[config.mk]
export PLATFORM = sky130hd
export DESIGN_NAME = hbs_front
export DESIGN_NICKNAME = d
export VERILOG_FILES = /design/src/hbs_pkg.sv /design/src/hbs_front.sv
export SDC_FILE = /design/constraint.sdc
export NUM_CORES = 2
export LEC_CHECK = 0
export BUFFER_PORTS_ARGS = -buffer_cell sky130_fd_sc_hd__buf_4
export CORE_ASPECT_RATIO = 1.1
export CORE_MARGIN = 2
export CORE_UTILIZATION = 65
export CTS_CLUSTER_DIAMETER = 120
export CTS_CLUSTER_SIZE = 28
export DETAILED_ROUTE_END_ITERATION = 6
export GPL_ROUTABILITY_DRIVEN = 0
export PLACE_DENSITY = 0.84
export SETUP_SLACK_MARGIN = 0.15
export SYNTH_ARGS = -nofsm -noshare
export SYNTH_HDL_FRONTEND = slang
export SYNTH_SLANG_ARGS = --single-unit
[constraint.sdc]
create_clock -name clk -period 5.6 [get_ports clk]
set_input_delay 1.12 -clock clk [delete_from_list [all_inputs] [get_ports clk]]
set_output_delay 1.12 -clock clk [all_outputs]
set_load 0.005 [all_outputs]
[src/hbs_pkg.sv]
// shared types, constants and register codes for the heightmap bilinear sampler
package hbs_pkg;

    localparam int HBS_MAX_DIM   = 256;
    localparam int HBS_FRAC_BITS = 8;

    localparam int HBS_DIM_W    = 9;
    localparam int HBS_COORD_W  = 24;
    localparam int HBS_SCALE_W  = 16;
    localparam int HBS_PIX_W    = 8;
    localparam int HBS_HEIGHT_W = 24;
    localparam int HBS_IDX_W    = 3;
    localparam int HBS_DATA_W   = 16;
    localparam int HBS_KIND_W   = 2;

    localparam int HBS_MID_DEPTH = 8;
    localparam int HBS_OUT_DEPTH = 8;

    localparam logic [HBS_IDX_W-1:0] REG_MAP_WIDTH     = 3'd0;
    localparam logic [HBS_IDX_W-1:0] REG_MAP_HEIGHT    = 3'd1;
    localparam logic [HBS_IDX_W-1:0] REG_INV_XZ_SCALE  = 3'd2;
    localparam logic [HBS_IDX_W-1:0] REG_HEIGHT_GAIN   = 3'd3;
    localparam logic [HBS_IDX_W-1:0] REG_HEIGHT_OFFSET = 3'd4;

    localparam logic [HBS_SCALE_W-1:0] RST_INV_XZ_SCALE  = 16'd6554;
    localparam logic [HBS_SCALE_W-1:0] RST_HEIGHT_GAIN   = 16'd1376;
    localparam logic [HBS_SCALE_W-1:0] RST_HEIGHT_OFFSET = 16'd4096;

    localparam logic [HBS_HEIGHT_W-1:0] HBS_HEIGHT_MISS = 24'hFFFE00;

    typedef enum logic [HBS_KIND_W-1:0] {
        KIND_LOAD,
        KIND_QUERY,
        KIND_MISS,
        KIND_DROP
    } hbs_kind_t;

    typedef struct packed {
        logic [HBS_DIM_W-1:0]   map_width;
        logic [HBS_DIM_W-1:0]   map_height;
        logic [HBS_SCALE_W-1:0] inverse_xz_scale;
        logic [HBS_SCALE_W-1:0] height_gain;
        logic [HBS_SCALE_W-1:0] height_offset;
    } hbs_cfg_t;

endpackage

[src/hbs_front.sv]
// front end: accepts requests, scales query coordinates, classifies and forms addresses
module hbs_front import hbs_pkg::*; #(
    parameter int MAX_DIM   = HBS_MAX_DIM,
    parameter int FRAC_BITS = HBS_FRAC_BITS,
    localparam int DEPTH = MAX_DIM * MAX_DIM,
    localparam int AW    = $clog2(DEPTH),
    localparam int MW    = HBS_KIND_W + AW + HBS_PIX_W + 2 * FRAC_BITS,
    localparam int QCW   = $clog2(HBS_MID_DEPTH + 1)
) (
    input  logic                          clk,
    input  logic                          rst_n,
    input  hbs_cfg_t                      cfg,
    input  logic                          push,
    output logic                          full,
    input  logic                          mode,
    input  logic [15:0]                   pixel_index,
    input  logic [HBS_PIX_W-1:0]          pixel_value,
    input  logic signed [HBS_COORD_W-1:0] world_x,
    input  logic signed [HBS_COORD_W-1:0] world_z,
    input  logic [QCW-1:0]                q_count,
    output logic                          q_push,
    output logic [MW-1:0]                 q_data
);

    localparam int PW  = HBS_COORD_W + HBS_SCALE_W + 1;
    localparam int SH  = HBS_COORD_W - FRAC_BITS;
    localparam int LW  = PW - SH;
    localparam int GW  = LW + 1;
    localparam int LPW = GW - 1 - HBS_DIM_W - FRAC_BITS;
    localparam int HPW = GW - HBS_DIM_W - FRAC_BITS + 1;
    localparam int EW  = (AW > 2 * HBS_DIM_W) ? AW : 2 * HBS_DIM_W;

    logic accept;

    // stage 1: coordinate products
    logic                       v1_reg;
    logic                       mode1_reg;
    logic [15:0]                idx1_reg;
    logic [HBS_PIX_W-1:0]       val1_reg;
    logic signed [PW-1:0]       px1_reg, pz1_reg;
    logic signed [HBS_SCALE_W:0] scale_s;

    // stage 2: grid position and classification
    logic                       v2_reg;
    hbs_kind_t                  kind2_reg, kind2_next;
    logic [HBS_DIM_W-1:0]       row2_reg, col2_reg;
    logic [FRAC_BITS-1:0]       fi2_reg, fj2_reg;
    logic [15:0]                idx2_reg;
    logic [HBS_PIX_W-1:0]       val2_reg;

    // stage 3: store address
    logic                       v3_reg;
    hbs_kind_t                  kind3_reg;
    logic [AW-1:0]              addr3_reg;
    logic [HBS_PIX_W-1:0]       val3_reg;
    logic [FRAC_BITS-1:0]       fi3_reg, fj3_reg;

    logic signed [LW-1:0]       loc_x, loc_z;
    logic [GW-1:0]              grid_x, grid_z;
    logic [HBS_DIM_W-1:0]       hm1, wm1;
    logic [GW-2:0]              lim_x, lim_z;
    logic                       in_x, in_z, no_map;
    logic [2*HBS_DIM_W-1:0]     row_base;
    logic [EW-1:0]              addr_ext;
    logic [QCW:0]               occupancy;

    assign occupancy = (QCW + 1)'(q_count) + (QCW + 1)'(v1_reg) + (QCW + 1)'(v2_reg)
                     + (QCW + 1)'(v3_reg);
    assign full      = (occupancy >= (QCW + 1)'(HBS_MID_DEPTH));
    assign accept    = push && !full;
    assign scale_s   = $signed({1'b0, cfg.inverse_xz_scale});

    // floor of the scaled coordinate is an arithmetic shift
    assign loc_x  = px1_reg[PW-1:SH];
    assign loc_z  = pz1_reg[PW-1:SH];
    assign grid_x = {loc_x[LW-1], loc_x}
                  + {{HPW{1'b0}}, cfg.map_height, {(FRAC_BITS-1){1'b0}}};
    assign grid_z = {loc_z[LW-1], loc_z}
                  + {{HPW{1'b0}}, cfg.map_width, {(FRAC_BITS-1){1'b0}}};
    assign hm1    = cfg.map_height - 9'd1;
    assign wm1    = cfg.map_width - 9'd1;
    assign lim_x  = {{LPW{1'b0}}, hm1, {FRAC_BITS{1'b0}}};
    assign lim_z  = {{LPW{1'b0}}, wm1, {FRAC_BITS{1'b0}}};
    assign in_x   = !grid_x[GW-1] && (grid_x[GW-2:0] < lim_x);
    assign in_z   = !grid_z[GW-1] && (grid_z[GW-2:0] < lim_z);
    assign no_map = (cfg.map_width == '0) || (cfg.map_height == '0);

    always_comb
    begin
        if (mode1_reg)
        begin
            kind2_next = (!no_map && in_x && in_z) ? KIND_QUERY : KIND_MISS;
        end
        else
        begin
            kind2_next = (32'(idx1_reg) < DEPTH) ? KIND_LOAD : KIND_DROP;
        end
    end

    assign row_base = row2_reg * cfg.map_width;

    always_comb
    begin
        if (kind2_reg == KIND_LOAD)
        begin
            addr_ext = EW'(idx2_reg);
        end
        else
        begin
            addr_ext = EW'(row_base) + EW'(col2_reg);
        end
    end

    always_ff @(posedge clk or negedge rst_n)
    begin
        if (!rst_n)
        begin
            v1_reg <= 1'b0;
            v2_reg <= 1'b0;
            v3_reg <= 1'b0;
        end
        else
        begin
            v1_reg <= accept;
            v2_reg <= v1_reg;
            v3_reg <= v2_reg;
        end
    end

    always_ff @(posedge clk)
    begin
        mode1_reg <= mode;
        idx1_reg  <= pixel_index;
        val1_reg  <= pixel_value;
        px1_reg   <= world_x * scale_s;
        pz1_reg   <= world_z * scale_s;

        kind2_reg <= kind2_next;
        row2_reg  <= grid_x[FRAC_BITS +: HBS_DIM_W];
        col2_reg  <= grid_z[FRAC_BITS +: HBS_DIM_W];
        fi2_reg   <= grid_x[FRAC_BITS-1:0];
        fj2_reg   <= grid_z[FRAC_BITS-1:0];
        idx2_reg  <= idx1_reg;
        val2_reg  <= val1_reg;

        kind3_reg <= kind2_reg;
        addr3_reg <= addr_ext[AW-1:0];
        val3_reg  <= val2_reg;
        fi3_reg   <= fi2_reg;
        fj3_reg   <= fj2_reg;
    end

    assign q_push = v3_reg && (kind3_reg != KIND_DROP);
    assign q_data = {kind3_reg, addr3_reg, val3_reg, fi3_reg, fj3_reg};

endmodule

==> metrics.md <==
| Metric | Value |
|---|---|
| Failing checks | design-rule violations, negative setup slack |
| Mean routed wirelength per cell | roughly 23 um |
| Slack of the critical path | -1.28 ns |
| Placed instance area | slightly above 0.04 sq mm |
| Post-DP HPWL | between 70000 and 80000 um |
| FF+latch count, synth | 180 |
| Critical Path RT | around 6.0 ns |
| Setup violators final | 50 |
| Critical Path Stages | 23 |
| Max-Cap Viols | 0 |
| Crit path largest cell delay | 0.64 ns |
| Worst Path Buf+Inv | 7 |
| Pin count of the biggest net entering global routing | 30 |
| Class of the most critical setup path | in -> reg |
| H-tree Lvls | 4 |
| Drt drc | 21 |
| GR Overflow Total | 0 |
| Startpoint Class | input port |
| Worst R2R Path Depth | 18 |
| Initial antenna violation count | 6 |
| Core area | roughly 0.054 sq mm |
| Status | finished with violations |
| Clock latency at the later pin of the worst-skew pair | around 0.50 ns |
| Reg2reg setup slack | 0.70 ns |
| CTS tree | done |
| Clock Path Buffers | 2 |
| Die width | 227 um |
| Final Hold Viols | 0 |
| Hold Crit Class | reg -> reg |
| Vias | 30383 |
| Initial Util | between 60% and 70% |
| Antenna-violating nets left | 0 |
| Worst EP arrival | ~7.3 ns |
| 1st-iter DRT viols | between 3000 and 4000 |
| Hold Path Depth | 0 |
| Worst rel slew slack | 39.1% |
| Full die area | between 0.05 and 0.06 sq mm |
| Layout area overhead | 21.9% |
| Drt pass-1 iters | 7 |
| Layout Skew | between 0.01 and 0.015 ns |
| I/O pins | 190 |
| Post-Syn Area per Cell | slightly above 9 sq um |
| Die height | between 200 and 250 um |
| Layout cells sized above 1 | 20.5% |
| Crit-path cells | buf_12 > buf_12 > buf_4 > nand2_1 > fa_1 > inv_1 > fa_1 > fa_1 > fa_1 > fa_1 > inv_1 > fa_1 > inv_2 > ha_4 > a21o_1 > a21o_1 > buf_4 > a31oi_1 > a21oi_4 > a31o_4 > o221a_4 > or3_1 > o2111a_1 |
| Synth Warn # | 0 |
| IO buf count | 157 |
| Syn Nets | 5095 |
| Worst path slowest cell | fa_1 |
| Max-slew violations | 0 |
| Min Tclk post-route | 6.88 ns |
| Synth cell types | 68 |
| Post-synth EDFFs | 0 |
| Gr usage total | approximately two fifths |
| Fin nets | ~5600 |
| Main synth FF type | dfxtp_1 |
| Async SR Flop Fraction | 1.67% |
| Clock sinks | between 150 and 200 |
| Vias/cell | 5.96 |
| Crit path max fanout | 11 |
| Top delay family on crit path | adder cells |
| Clock transition at path regs | ~0.08 ns |
| Rows | 89 |
| First-pass GRT wire length | approximately 170000 um |
| Fin Setup TNS | -43.85 ns |
| Fmax | between 0.1 and 0.15 GHz |
| Worst-margin pin slew | between 0.8 and 0.9 ns |
| Mapped cell area | 0.0354 sq mm |
| Vias in the first global route | 33491 |
| Crit path capture type | register |
| Routed wire length | about 120000 um |
| Post-route clock period utilization | 123% |
| Root Buffer | clkbuf_16 |
| Crit-path most repeated cell | fa_1 |
| Synthesized instance count | just under 4000 |
| RSZ-0062 raised after global routing | true |
| CTS buffer count | 17 |
| Final instance area | around 0.043 sq mm |
| Register area share after synthesis | 10.2% |
## worst paths after layout
kind                                       to        start
worst max-delay path              px1_reg[31]      cfg[43]
worst min-delay path              val2_reg[6]  val1_reg[6]
worst max register to register  addr3_reg[13]  row2_reg[5]
worst min register to register    val2_reg[6]  val1_reg[6]
max in group asynchronous              v2_reg        rst_n
min in group asynchronous              v3_reg        rst_n
## repair_timing
action | 4_1_cts | 5_1_grt
gates resized for setup | 251 | 73
cloned | 5 | 0
buffers inserted | 52 | 7
endpoints found under the hold margin | 0 | 0
hold buffers | 0 | 0
endpoints found under the setup margin | 50 | 50
pin swaps | 145 | 46
## cell families (layout without fill, tap and decap cells)
kind of cell	Yosys count	after routing	share of synthesized area, %
multiplexers	8	8	0.244
other	0	5	0
AND/OR/NAND/NOR	1077	1077	14.4
flip-flops	180	180	10.2
adder cells (fa/ha/maj)	1088	1088	55.6
AO/OA/AOI/OAI	262	262	4.93
XOR/XNOR	100	100	2.47
buffers and inverters	1146	1652	12.1
## layout make-up
type | count | area, sq um
antenna | 5 | 12.5
multi-input combinational | 2535 | 28700
sequential | 180 | 3620
clock inverter | 14 | 190
inverter | 996 | 3740
clock buffer | 17 | 425
timing repair buffer | 625 | 5550
fill | 2860 | 10600
tap | 728 | 911
## cells in the mapped netlist (24+ instances only)
| master | number | share of area (%) |
|---|---|---|
| nor2_1 | 63 | 0.67 |
| xnor2_1 | 76 | 1.9 |
| fa_1 | 808 | 46 |
| a21oi_1 | 74 | 1.0 |
| a21o_1 | 35 | 0.74 |
| and2_1 | 327 | 5.8 |
| xor2_1 | 24 | 0.59 |
| inv_1 | 996 | 11 |
| nand2_1 | 577 | 6.1 |
| clkbuf_1 | 144 | 1.5 |
| o21ai_0 | 47 | 0.66 |
| dfxtp_1 | 177 | 10 |
| ha_1 | 280 | 9.9 |
## per-layer routing
metal | up-vias | part of all wire, % | track usage (%)
met5 | - | 0.033 | 0
met4 | 4 | 9.6 | 27.3
met3 | 1063 | 13 | 12.0
met2 | 2513 | 46 | 64.9
met1 | 14539 | 32 | 44.5
li1 | 12264 | - | -
## cells in the final DEF (no fill, tap or decap), drive strengths merged, types with 7 or more instances in the layout
| master | synthesis | final |
|---|---|---|
| nand2b | 8 | 8 |
| fa | 808 | 808 |
| a21o | 35 | 35 |
| inv | 996 | 1002 |
| dfxtp | 177 | 177 |
| or3 | 8 | 8 |
| nand2 | 577 | 577 |
| buf | 6 | 623 |
| xor2 | 24 | 24 |
| o21ai | 48 | 48 |
| nor2 | 63 | 63 |
| a21boi | 7 | 7 |
| ha | 280 | 280 |
| o21bai | 8 | 8 |
| nand3 | 18 | 18 |
| clkbuf | 144 | 17 |
| a211oi | 11 | 11 |
| nand4 | 7 | 7 |
| and3 | 14 | 14 |
| o21a | 14 | 14 |
| a31oi | 9 | 9 |
| nor2b | 11 | 11 |
| a21oi | 74 | 74 |
| and2 | 327 | 327 |
| xnor2 | 76 | 76 |
| nor3 | 24 | 24 |
| a2111oi | 7 | 7 |
## per-stage QoR
step | hold slack [ns] | cells | utilization, % | worst slack (ns)
floorplan | 0.310 | 3861 | - | -1.33
global placement | 0.310 | 5000 | 75.5 | -1.55
detailed placement | 0.312 | 5000 | 75.5 | -1.66
CTS | 0.328 | 5088 | 79.6 | -0.876
global route | 0.329 | 5098 | 80.2 | -1.33
finish | 0.324 | 5100 | 80.3 | -1.28
Power is not shown: default switching activity piles up to over one toggle a cycle in this logic, so the estimate is an artifact.
