[src/hbs_fifo.sv]
// small first-in first-out queue with show-ahead read and occupancy count
module hbs_fifo #(
    parameter int WIDTH = 8,
    parameter int DEPTH = 8,
    localparam int PW = $clog2(DEPTH),
    localparam int CW = $clog2(DEPTH + 1)
) (
    input  logic             clk,
    input  logic             rst_n,
    input  logic             push,
    input  logic [WIDTH-1:0] wdata,
    input  logic             pop,
    output logic [WIDTH-1:0] rdata,
    output logic             empty,
    output logic [CW-1:0]    count
);

    logic [WIDTH-1:0] mem [DEPTH];
    logic [PW-1:0]    wr_ptr_reg, wr_ptr_next;
    logic [PW-1:0]    rd_ptr_reg, rd_ptr_next;
    logic [CW-1:0]    count_reg, count_next;

    always_comb
    begin
        wr_ptr_next = wr_ptr_reg;
        rd_ptr_next = rd_ptr_reg;
        count_next  = count_reg;
        if (push)
        begin
            wr_ptr_next = (wr_ptr_reg == PW'(DEPTH - 1)) ? '0 : wr_ptr_reg + PW'(1);
        end
        if (pop)
        begin
            rd_ptr_next = (rd_ptr_reg == PW'(DEPTH - 1)) ? '0 : rd_ptr_reg + PW'(1);
        end
        if (push && !pop)
        begin
            count_next = count_reg + CW'(1);
        end
        else if (pop && !push)
        begin
            count_next = count_reg - CW'(1);
        end
    end

    always_ff @(posedge clk or negedge rst_n)
    begin
        if (!rst_n)
        begin
            wr_ptr_reg <= '0;
            rd_ptr_reg <= '0;
            count_reg  <= '0;
        end
        else
        begin
            wr_ptr_reg <= wr_ptr_next;
            rd_ptr_reg <= rd_ptr_next;
            count_reg  <= count_next;
        end
    end

    always_ff @(posedge clk)
    begin
        if (push)
        begin
            mem[wr_ptr_reg] <= wdata;
        end
    end

    assign rdata = mem[rd_ptr_reg];
    assign empty = (count_reg == '0);
    assign count = count_reg;

endmodule

[config.mk]
export PLATFORM = sky130hd
export DESIGN_NAME = hbs_fifo
export DESIGN_NICKNAME = d
export VERILOG_FILES = /design/src/hbs_fifo.sv
export SDC_FILE = /design/constraint.sdc
export NUM_CORES = 1
export LEC_CHECK = 0
export ABC_CLOCK_PERIOD_IN_PS = 1600
export BUFFER_PORTS_ARGS = -buffer_cell sky130_fd_sc_hd__buf_4
export CELL_PAD_IN_SITES_DETAIL_PLACEMENT = 1
export CELL_PAD_IN_SITES_GLOBAL_PLACEMENT = 1
export CORE_UTILIZATION = 46
export DETAILED_ROUTE_END_ITERATION = 8
export PLACE_DENSITY = 0.8
export SYNTH_ARGS = -nofsm -noshare
export SYNTH_HDL_FRONTEND = slang
export SYNTH_SLANG_ARGS = --single-unit
[constraint.sdc]
create_clock -name clk -period 1.6 [get_ports clk]
set_input_delay 0 -clock clk [delete_from_list [all_inputs] [get_ports clk]]
set_output_delay 0 -clock clk [all_outputs]
set_load 0.02 [all_outputs]
==> results of run 1 <==
routing by layer:
metal	vias up	part of all wire
met1	866	0.41
met3	14	0.036
li1	745	-
met2	49	0.53
met4	0	0.022
met5	-	0
logic make-up (layout without fill, tap and decap cells):
| logic type | Yosys count | after routing | share of synthesized area |
|---|---|---|---|
| AND/OR/NAND/NOR | 26 | 26 | 0.04135 |
| AO/OA/AOI/OAI | 8 | 8 | 0.01646 |
| multiplexers | 30 | 30 | 0.1851 |
| flip-flops | 74 | 74 | 0.6969 |
| buffers and inverters | 10 | 73 | 0.02007 |
| XOR/XNOR | 2 | 2 | 0.005621 |
| adder cells (fa/ha/maj) | 8 | 8 | 0.03452 |
where the power goes:
group / leakage, µW / switching (µW) / internal (µW) / total [µW]
registers: 0.000698 / 270 / 2480 / 2750
logic: 0.000602 / 1400 / 1680 / 3080
clock network: 0.0000905 / 695 / 714 / 1410
total: 0.00139 / 2360 / 4870 / 7240
stage by stage:
stage                       util  TNS (ns)  area, µm²  worst slack (ns)  hold WS [ns]
after floorplan                -         0       3129           0.02908       -0.2956
after global placement    0.5413         0       3496           0.04557       -0.1663
after detailed placement  0.5413   -0.1789       3496          -0.04352       -0.1568
after CTS                 0.5940    -2.695       3836           -0.3451       0.01455
after global routing      0.5963    -2.856       3851           -0.3669       0.04803
final                     0.5963    -2.499       3851           -0.3339       0.01449
critical path, delay by kind of cell, from the launching register on:
family / cells / cell delay, ns
mux: 2 / 0.82
flops: 1 / 0.47
buf+inv: 2 / 0.30
timing repair:
action | CTS | global route
endpoints found under the setup margin | 8 | 11
resized for setup | 18 | 5
pin swaps | 0 | 2
hold endpoints to repair | 80 | 0
cloned | 1 | 0
hold buffers | 11 | 0
buffers inserted | 1 | 1
final cells by class:
type / count / area [µm²] / area share
Sequential cell: 74 / 2176 / 0.5650
Tap cell: 77 / 96.34 / 0.02502
Clock buffer: 9 / 123.9 / 0.03216
Clock inverter: 7 / 70.07 / 0.01819
Inverter: 4 / 15.01 / 0.003899
Multi-Input combinational cell: 74 / 869.6 / 0.2258
Timing Repair Buffer: 53 / 500.5 / 0.1300
worst max path at each step:
stage                        from       end  slack, ns  cells past startpoint
floorplan                count[2]  count[3]       0.03                      4
global placement    rd_ptr_reg[0]  rdata[4]       0.05                      4
detailed placement  rd_ptr_reg[0]  rdata[4]      -0.04                      4
CTS                 rd_ptr_reg[0]  rdata[4]      -0.35                      4
global route        rd_ptr_reg[0]  rdata[4]      -0.37                      4
finish              rd_ptr_reg[0]  rdata[4]      -0.33                      4
cells in the mapped netlist (all sizes together):
master | count | area (µm²)
nand3b | 3 | 22.52
nor3 | 3 | 15.01
nor2 | 8 | 30.03
xnor2 | 2 | 17.52
clkbuf | 3 | 11.26
nor4 | 1 | 6.260
ha | 7 | 87.58
inv | 4 | 15.01
buf | 3 | 36.28
or4 | 1 | 7.510
edfxtp | 64 | 1922
mux4 | 16 | 390.4
nand3 | 2 | 10.01
a2111o | 1 | 11.26
mux2i | 1 | 10.01
a21oi | 2 | 10.01
dfrtp | 10 | 250.2
o21ai | 3 | 15.01
mux2 | 13 | 176.4
o211ai | 2 | 15.01
nand2b | 2 | 12.51
nand2 | 5 | 18.77
fa | 1 | 20.02
or3 | 1 | 6.260
==> metrics.md, run 1 <==
| Metric | Value |
|---|---|
| Status | finished, violations left |
| Failing checks | DRC, setup timing |
| Syn. warnings | 0 |
| Routed WL per cell | 23.62 µm |
| Antenna violations before repair | 0 |
| CTS Buffer Depth | 2 |
| Critical Path, Cell by Cell | buf_12 -> mux4_2 -> mux2_4 -> buf_6 |
| R2r endpoint | rd_ptr_reg[2] |
| GRT overflow | 0 |
| Detailed Place HPWL | 4576 µm |
| Nets@finish | 236 |
| Post-Synthesis Cells | 158 |
| Pwr/cell area | 1879 mW/mm² |
| Num CTS Buffers | 9 |
| Layout cells sized above 1 | 0.4118 |
| Root Buffer | clkbuf_8 |
| MaxCap Viol Count | 0 |
| Area grow syn2layout | 23.56% |
| Placed Cells | 268 |
| I/O pins | 25 |
| Worst Slack Setup Final | -0.3339 ns |
| First-pass GRT wire length | 11040 µm |
| Skew final | 0.008257 ns |
| Die footprint | 0.007109 mm² |
| Critical path class | reg2out |
| Gr usage total | 0.2219 |
| H-tree depth | 3 |
| Vias in the first global route | 1935 |
| Rows | 29 |
| Die H | 84.32 µm |
| Largest net degree at the start of global routing | 17 |
| Initial DRC Count | 158 |
| Final GP Congestion | 0.7234 |
| Minimum clock period | 1.934 ns |
| Std-Cell Core Area | 0.006459 mm² |
| Final slew viol count | 0 |
| FF+latch count, synth | 74 |
| Setup Viol. Count Final | 8 |
| Power Total | 7237 µW |
| Maximum vdd ir drop | 0.8764 mV |
| Static Leak | 0.001390 µW |
| Commonest non-fill, non-tap cell in the layout | edfxtp_1 |
| DRC | 6 |
| Vias | 1674 |
| Drt first pass iters | 8 |
| Vias per cell | 5.617 |
| Final hold vios | 0 |
| CP endpoint kind | output pin |
| Synthesized net count | 178 |
| Final Cycle Share | 1.209 |
| Syn Std Cell Area | 0.003117 mm² |
| Synth cell types | 28 |
| Global Route met1 Usage | 0.2681 |
| Worst min path class | in2async |
| IO Port Bufs | 24 |
| Clock Pin Slew Worst Setup and Hold Paths | 0.08 ns |
| Critical-path top delay cell | mux4_2 |
| Met3 Use GR | 0.03245 |
| Max reg flops | 64 |
| Worst r2r path cells | 5 |
| WP data arrival | 1.93 ns |
| Fillers | 574 |
| RSZ-0062 raised after global routing | true |
| Startpoint Class | flip-flop |
| Avg Cell Area, Syn | 19.73 µm² |
| Starting density of the core | 0.4826 |
| Seq/Total Area, Yosys | 0.6969 |
| Max Clock Freq | 517.1 MHz |
| Number of diodes | 0 |
| Top fanout value on the critical path | 8 |
| Slew headroom | 0.7936 |
| Clock Latency Late Sink | 0.35 ns |
| CTS sink count | 74 |
| GRT busiest layer | met2 |
| Most frequent cells in the layout | 64 x edfxtp_1, 31 x buf_4, 16 x mux4_2, 11 x dlygate4sd3_1, 9 x clkbuf_8 |
| CTS tree | done |
| Reg2reg start | rd_ptr_reg[0] |
| Met2 Usage GRT | 0.3957 |
| Post-route ant nets | 0 |
| Critical Path RT | 1.60 ns |
| WL final | 7039 µm |
| Layout Cells excl Fill | 298 |
| Die W | 84.32 µm |
| Worst slew pin tran | 0.3096 ns |
| Crit path largest cell delay | 0.53 ns |
| Reg2reg setup slack | 0.03 ns |
No activity file was read; power rests on OpenSTA's default activity.
==> run 2: changes to the inputs <==
--- a/config.mk
+++ b/config.mk
@@ -11,7 +11,7 @@
 export CELL_PAD_IN_SITES_GLOBAL_PLACEMENT = 1
 export CORE_UTILIZATION = 46
 export DETAILED_ROUTE_END_ITERATION = 8
-export PLACE_DENSITY = 0.8
+export PLACE_DENSITY_LB_ADDON = 0.3
 export SYNTH_ARGS = -nofsm -noshare
 export SYNTH_HDL_FRONTEND = slang
 export SYNTH_SLANG_ARGS = --single-unit
==> metrics.md, run 2 (synthesis results as in run 1) <==
| Metric | Value |
|---|---|
| Commonest non-fill, non-tap cell in the layout | edfxtp_1 |
| Nets@finish | 236 |
| Initial DRC Count | 93 |
| CTS sink count | 74 |
| Vias | 1619 |
| WP data arrival | 1.85 ns |
| Post-route ant nets | 0 |
| Layout Cells excl Fill | 298 |
| Switching Fraction | 0.3138 |
| Die W | 84.32 µm |
| Die H | 84.32 µm |
| Reg2reg start | count[2] |
| Crit path buf inv count | 2 |
| Antenna violations before repair | 0 |
| Drt first pass iters | 6 |
| RSZ-0062 raised after global routing | true |
| CP endpoint kind | output pin |
| CP top delay family | multiplexers |
| Starting density of the core | 0.4826 |
| Clock Latency Late Sink | 0.33 ns |
| Critical Path, Cell by Cell | buf_8 -> mux4_2 -> mux2_4 -> buf_6 |
| Pwr/cell area | 1887 mW/mm² |
| Combinational power share | 0.415 |
| Rows | 29 |
| R2r endpoint | count[3] |
| I/O pins | 25 |
| Vias per cell | 5.433 |
| DRC | 4 |
| CP startpoint | rd_ptr_reg[0] |
| Maximum vdd ir drop | 0.7984 mV |
| Num CTS Buffers | 9 |
| Final hold vios | 0 |
| Routed WL per cell | 21.68 µm |
| Worst min path class | in2async |
| Clock Pin Slew Worst Setup and Hold Paths | 0.07 ns |
| GRT overflow | 0 |
| Placed Area | 0.003471 mm² |
| Gr usage total | 0.2051 |
| Status | finished, violations left |
| Final Cell Area | 0.003842 mm² |
| Crit path largest cell delay | 0.53 ns |
| Top fanout value on the critical path | 6 |
| MaxCap Viol Count | 0 |
| Std-Cell Core Area | 0.006459 mm² |
| Skew final | 0.004112 ns |
| Final Util | 0.5949 |
| Final GP Congestion | 0.7213 |
| Die footprint | 0.007109 mm² |
| Setup Viol. Count Final | 8 |
| Power Total | 7251 µW |
| Detailed Place HPWL | 4188 µm |
| IO Port Bufs | 24 |
| Largest net degree at the start of global routing | 13 |
| H-tree depth | 3 |
| Seq pwr share | 0.375 |
| Worst slew pin tran | 0.3009 ns |
| Area grow syn2layout | 23.28% |
| Root Buffer | clkbuf_8 |
| P_sw | 2276 µW |
| Minimum clock period | 1.851 ns |
| Final Cycle Share | 1.157 |
| Final slew viol count | 0 |
| Reg2reg setup slack | 0.04 ns |
| Failing checks | DRC, setup timing |
| Critical path class | reg2out |
| Clock power share | 0.211 |
| Critical-path top delay cell | mux4_2 |
| Crit path to | rdata[5] |
| Static Leak | 0.001401 µW |
| Max Clock Freq | 540.4 MHz |
| Startpoint Class | flip-flop |
| Slew headroom | 0.7975 |
| Max reg flops | 64 |
| Critical Path RT | 1.60 ns |
| Layout cells sized above 1 | 0.4027 |
| Number of diodes | 0 |
| WL final | 6461 µm |
| Levels on crit path | 4 |
| Vias in the first global route | 1865 |
| CTS Buffer Depth | 2 |
| Worst r2r path cells | 4 |
| Fin Setup TNS | -1.896 ns |
| Most frequent cells in the layout | 64 x edfxtp_1, 31 x buf_4, 16 x mux4_2, 11 x dlygate4sd3_1 |
| Placed Cells | 268 |
| CTS tree | done |
| First-pass GRT wire length | 10250 µm |
| Internal | 4976 µW |
| Worst Slack Setup Final | -0.2506 ns |
run 2: cell count changes in the layout (fill, tap and decap cells not counted), sizes merged:
cell,change
bufinv,+1
clkbuf,+2
clkinv,-1
clkinvlp,-2
run 2: stage by stage:
stage          setup WS [ns]  hold slack [ns]
3_5_place_dp       -0.002353          -0.1551
5_1_grt              -0.3222          0.03304
3_3_place_gp         0.05393          -0.1601
2_1_floorplan        0.02908          -0.2956
4_1_cts              -0.3075          0.02701
6_report             -0.2506          0.03566
run 2: layer usage:
layer  up-vias  wire length, µm  GRT usage
li1        746                -          -
met5         -                0          0
met1       827             2730     0.2492
met4         0              142    0.09718
met3        14              140    0.04326
met2        32             3448     0.3525
run 2: worst min path at each step:
stage | start | to | depth (start not counted)
after floorplan | rst_n | count[0] | 0
after global placement | rst_n | count[2] | 1
after detailed placement | rst_n | count[0] | 1
after CTS | rst_n | count[3] | 2
after global routing | rst_n | rd_ptr_reg[2] | 2
final | rst_n | count[0] | 2
run 2: timing repair:
action	4_1_cts	5_1_grt
cloned	1	0
setup endpoints to repair	9	11
gates resized for setup	26	0
hold buffers	11	0
endpoints found under the hold margin	80	0
setup buffers	3	0
run 2: layout make-up:
type                       instances  area, µm²
sequential                        74       2175
fill                             583       2616
multi-input combinational         74      867.1
timing repair buffer              53      479.2
clock inverter                     5      78.83
inverter                           4      15.01
clock buffer                      11      131.4
tap                               77      96.34
run 2: power groups by stage:
| stage | combinational (µW) | sequential, µW | clock (µW) |
|---|---|---|---|
| final | 3010 | 2720 | 1530 |
| after global routing | 3220 | 2760 | 1660 |
| after CTS | 3140 | 2720 | 1570 |
| after detailed placement | 2700 | 2740 | 0 |
| after global placement | 2510 | 2700 | 0 |
| after floorplan | 1780 | 2730 | 0 |
run 2: worst register-to-register path: cells and delay by family (launching register included):
family / cells / cell delay, ns
adders and majority gates: 1 / 0.27
DFF: 1 / 0.43
AOI/OAI and AO/OA: 2 / 0.22
and+or+nand+nor: 1 / 0.52
==> run 3: changes to the inputs <==
--- a/config.mk
+++ b/config.mk
@@ -11,7 +11,7 @@
 export CELL_PAD_IN_SITES_GLOBAL_PLACEMENT = 1
 export CORE_UTILIZATION = 46
 export DETAILED_ROUTE_END_ITERATION = 8
-export PLACE_DENSITY_LB_ADDON = 0.3
+export PLACE_DENSITY_LB_ADDON = 0.1
 export SYNTH_ARGS = -nofsm -noshare
 export SYNTH_HDL_FRONTEND = slang
 export SYNTH_SLANG_ARGS = --single-unit
==> metrics.md, run 3 (synthesis results as in run 1) <==
| Metric | Value |
|---|---|
| Final GP Congestion | 0.7290 |
| Worst Slack Setup Final | -0.2467 ns |
| Initial DRC Count | 71 |
| WP data arrival | 1.85 ns |
| Failing checks | DRC, setup timing |
| CP top delay family | multiplexers |
| Worst min path class | in2async |
| MaxCap Viol Count | 0 |
| Rows | 29 |
| Worst slew pin tran | 0.2962 ns |
| Crit path buf inv count | 2 |
| Gr usage total | 0.1929 |
| Drt first pass iters | 6 |
| Placed Cells | 270 |
| Number of diodes | 0 |
| Area grow syn2layout | 23.32% |
| R2r endpoint | count[3] |
| Met3 Use GR | 0.03147 |
| Starting density of the core | 0.4826 |
| WL final | 6006 µm |
| Pwr/cell area | 1874 mW/mm² |
| Post-route ant nets | 0 |
| Final Util | 0.5951 |
| Num CTS Buffers | 9 |
| Critical Path, Cell by Cell | buf_12 -> mux4_2 -> mux2_4 -> buf_6 |
| Worst r2r path cells | 4 |
| RSZ-0062 raised after global routing | true |
| Fillers | 597 |
| Detailed Place HPWL | 3978 µm |
| Die footprint | 0.007109 mm² |
| Startpoint Class | flip-flop |
| I/O pins | 25 |
| Die W | 84.32 µm |
| Std-Cell Core Area | 0.006459 mm² |
| Final Cycle Share | 1.154 |
| CTS sink count | 74 |
| Slew headroom | 0.8025 |
| CTS Buffer Depth | 2 |
| Die H | 84.32 µm |
| Clock Pin Slew Worst Setup and Hold Paths | 0.07 ns |
| Critical Path RT | 1.60 ns |
| Antenna violations before repair | 0 |
| Minimum clock period | 1.847 ns |
| Clock Latency Late Sink | 0.34 ns |
| Most frequent cells in the layout | 64 x edfxtp_1, 30 x buf_4, 16 x mux4_2, 11 x dlygate4sd3_1 |
| Vias | 1604 |
| Skew final | 0.005330 ns |
| Global Route met1 Usage | 0.2318 |
| CTS tree | done |
| Reg2reg start | count[2] |
| GRT busiest layer | met2 |
| Crit path largest cell delay | 0.51 ns |
| Final slew viol count | 0 |
| Final hold vios | 0 |
| Max Clock Freq | 541.5 MHz |
| Reg2reg setup slack | 0.02 ns |
| Critical-path top delay cell | mux4_2 |
| Static Leak | 0.001401 µW |
| Routed WL per cell | 20.22 µm |
| Met2 Usage GRT | 0.3361 |
| Nets@finish | 235 |
| Vias per cell | 5.401 |
| Max reg flops | 64 |
| First-pass GRT wire length | 9784 µm |
| IO Port Bufs | 24 |
| Top fanout value on the critical path | 8 |
| GRT overflow | 0 |
| CP endpoint kind | output pin |
| H-tree depth | 3 |
| DRC | 3 |
| Setup Viol. Count Final | 8 |
| Critical path class | reg2out |
| Layout Cells excl Fill | 297 |
| Commonest non-fill, non-tap cell in the layout | edfxtp_1 |
| Layout cells sized above 1 | 0.3955 |
| Vias in the first global route | 1814 |
| Root Buffer | clkbuf_8 |
| Maximum vdd ir drop | 0.8546 mV |
| Status | finished, violations left |
| Largest net degree at the start of global routing | 14 |
[run 3: layout make-up]
type | instances | area [µm²] | share of cell area
sequential | 74 | 2173 | 0.5654
multi-input combinational | 74 | 864.6 | 0.2249
timing repair buffer | 52 | 476.7 | 0.1240
clock buffer | 10 | 127.6 | 0.03320
tap | 77 | 96.34 | 0.02507
clock inverter | 6 | 90.09 | 0.02344
inverter | 4 | 15.01 | 0.003906
[run 3: worst reg2reg max path, cell delays in order (launching register included)]
cell and delay (ns):
dfrtp_1 0.42, ha_4 0.25, or4_1 0.51, o211ai_1 0.13
o211ai_1 0.14
[run 3: worst max path at each step]
stage                             start  endpoint  slack, ns  cells past startpoint
final                     rd_ptr_reg[0]  rdata[1]      -0.25                      4
after floorplan                count[2]  count[3]       0.03                      4
after global routing      rd_ptr_reg[0]  rdata[1]      -0.32                      4
after global placement    rd_ptr_reg[0]  rdata[1]       0.05                      4
after detailed placement           push  count[3]      -0.05                      7
after CTS                 rd_ptr_reg[0]  rdata[1]      -0.31                      4
[run 3: through the flow]
step                      hold slack, ns  setup slack [ns]   TNS, ns  total power (µW)  area (µm²)
after floorplan                  -0.2956           0.02908         0              4515        3129
after global placement           -0.1606           0.04897         0              5287        3486
after detailed placement         -0.1580          -0.04536  -0.04536              5435        3486
after CTS                        0.01300           -0.3095    -2.433              7235        3829
after global routing             0.01608           -0.3161    -2.406              7588        3844
final                            0.02155           -0.2467    -1.908              7205        3844
[run 3: what timing repair did]
item / in CTS / in global routing
hold buffers: 11 / 0
endpoints found under the setup margin: 8 / 9
buffers inserted: 0 / 0
pin swaps: 0 / 2
gates cloned: 0 / 0
hold endpoints to repair: 80 / 0
resized for setup: 18 / 6
[run 3: layer usage]
metal	part of all wire	wire (µm)
met5	0	0
met4	0.030	180
met3	0.028	169
met2	0.52	3107
met1	0.42	2549
[run 3: report_power, final]
| group | internal, µW | total, µW | leakage, µW | switching (µW) |
|---|---|---|---|---|
| Combinational | 1610 | 2930 | 0.000594 | 1310 |
| Clock | 884 | 1560 | 0.000107 | 678 |
| Sequential | 2470 | 2720 | 0.000700 | 245 |
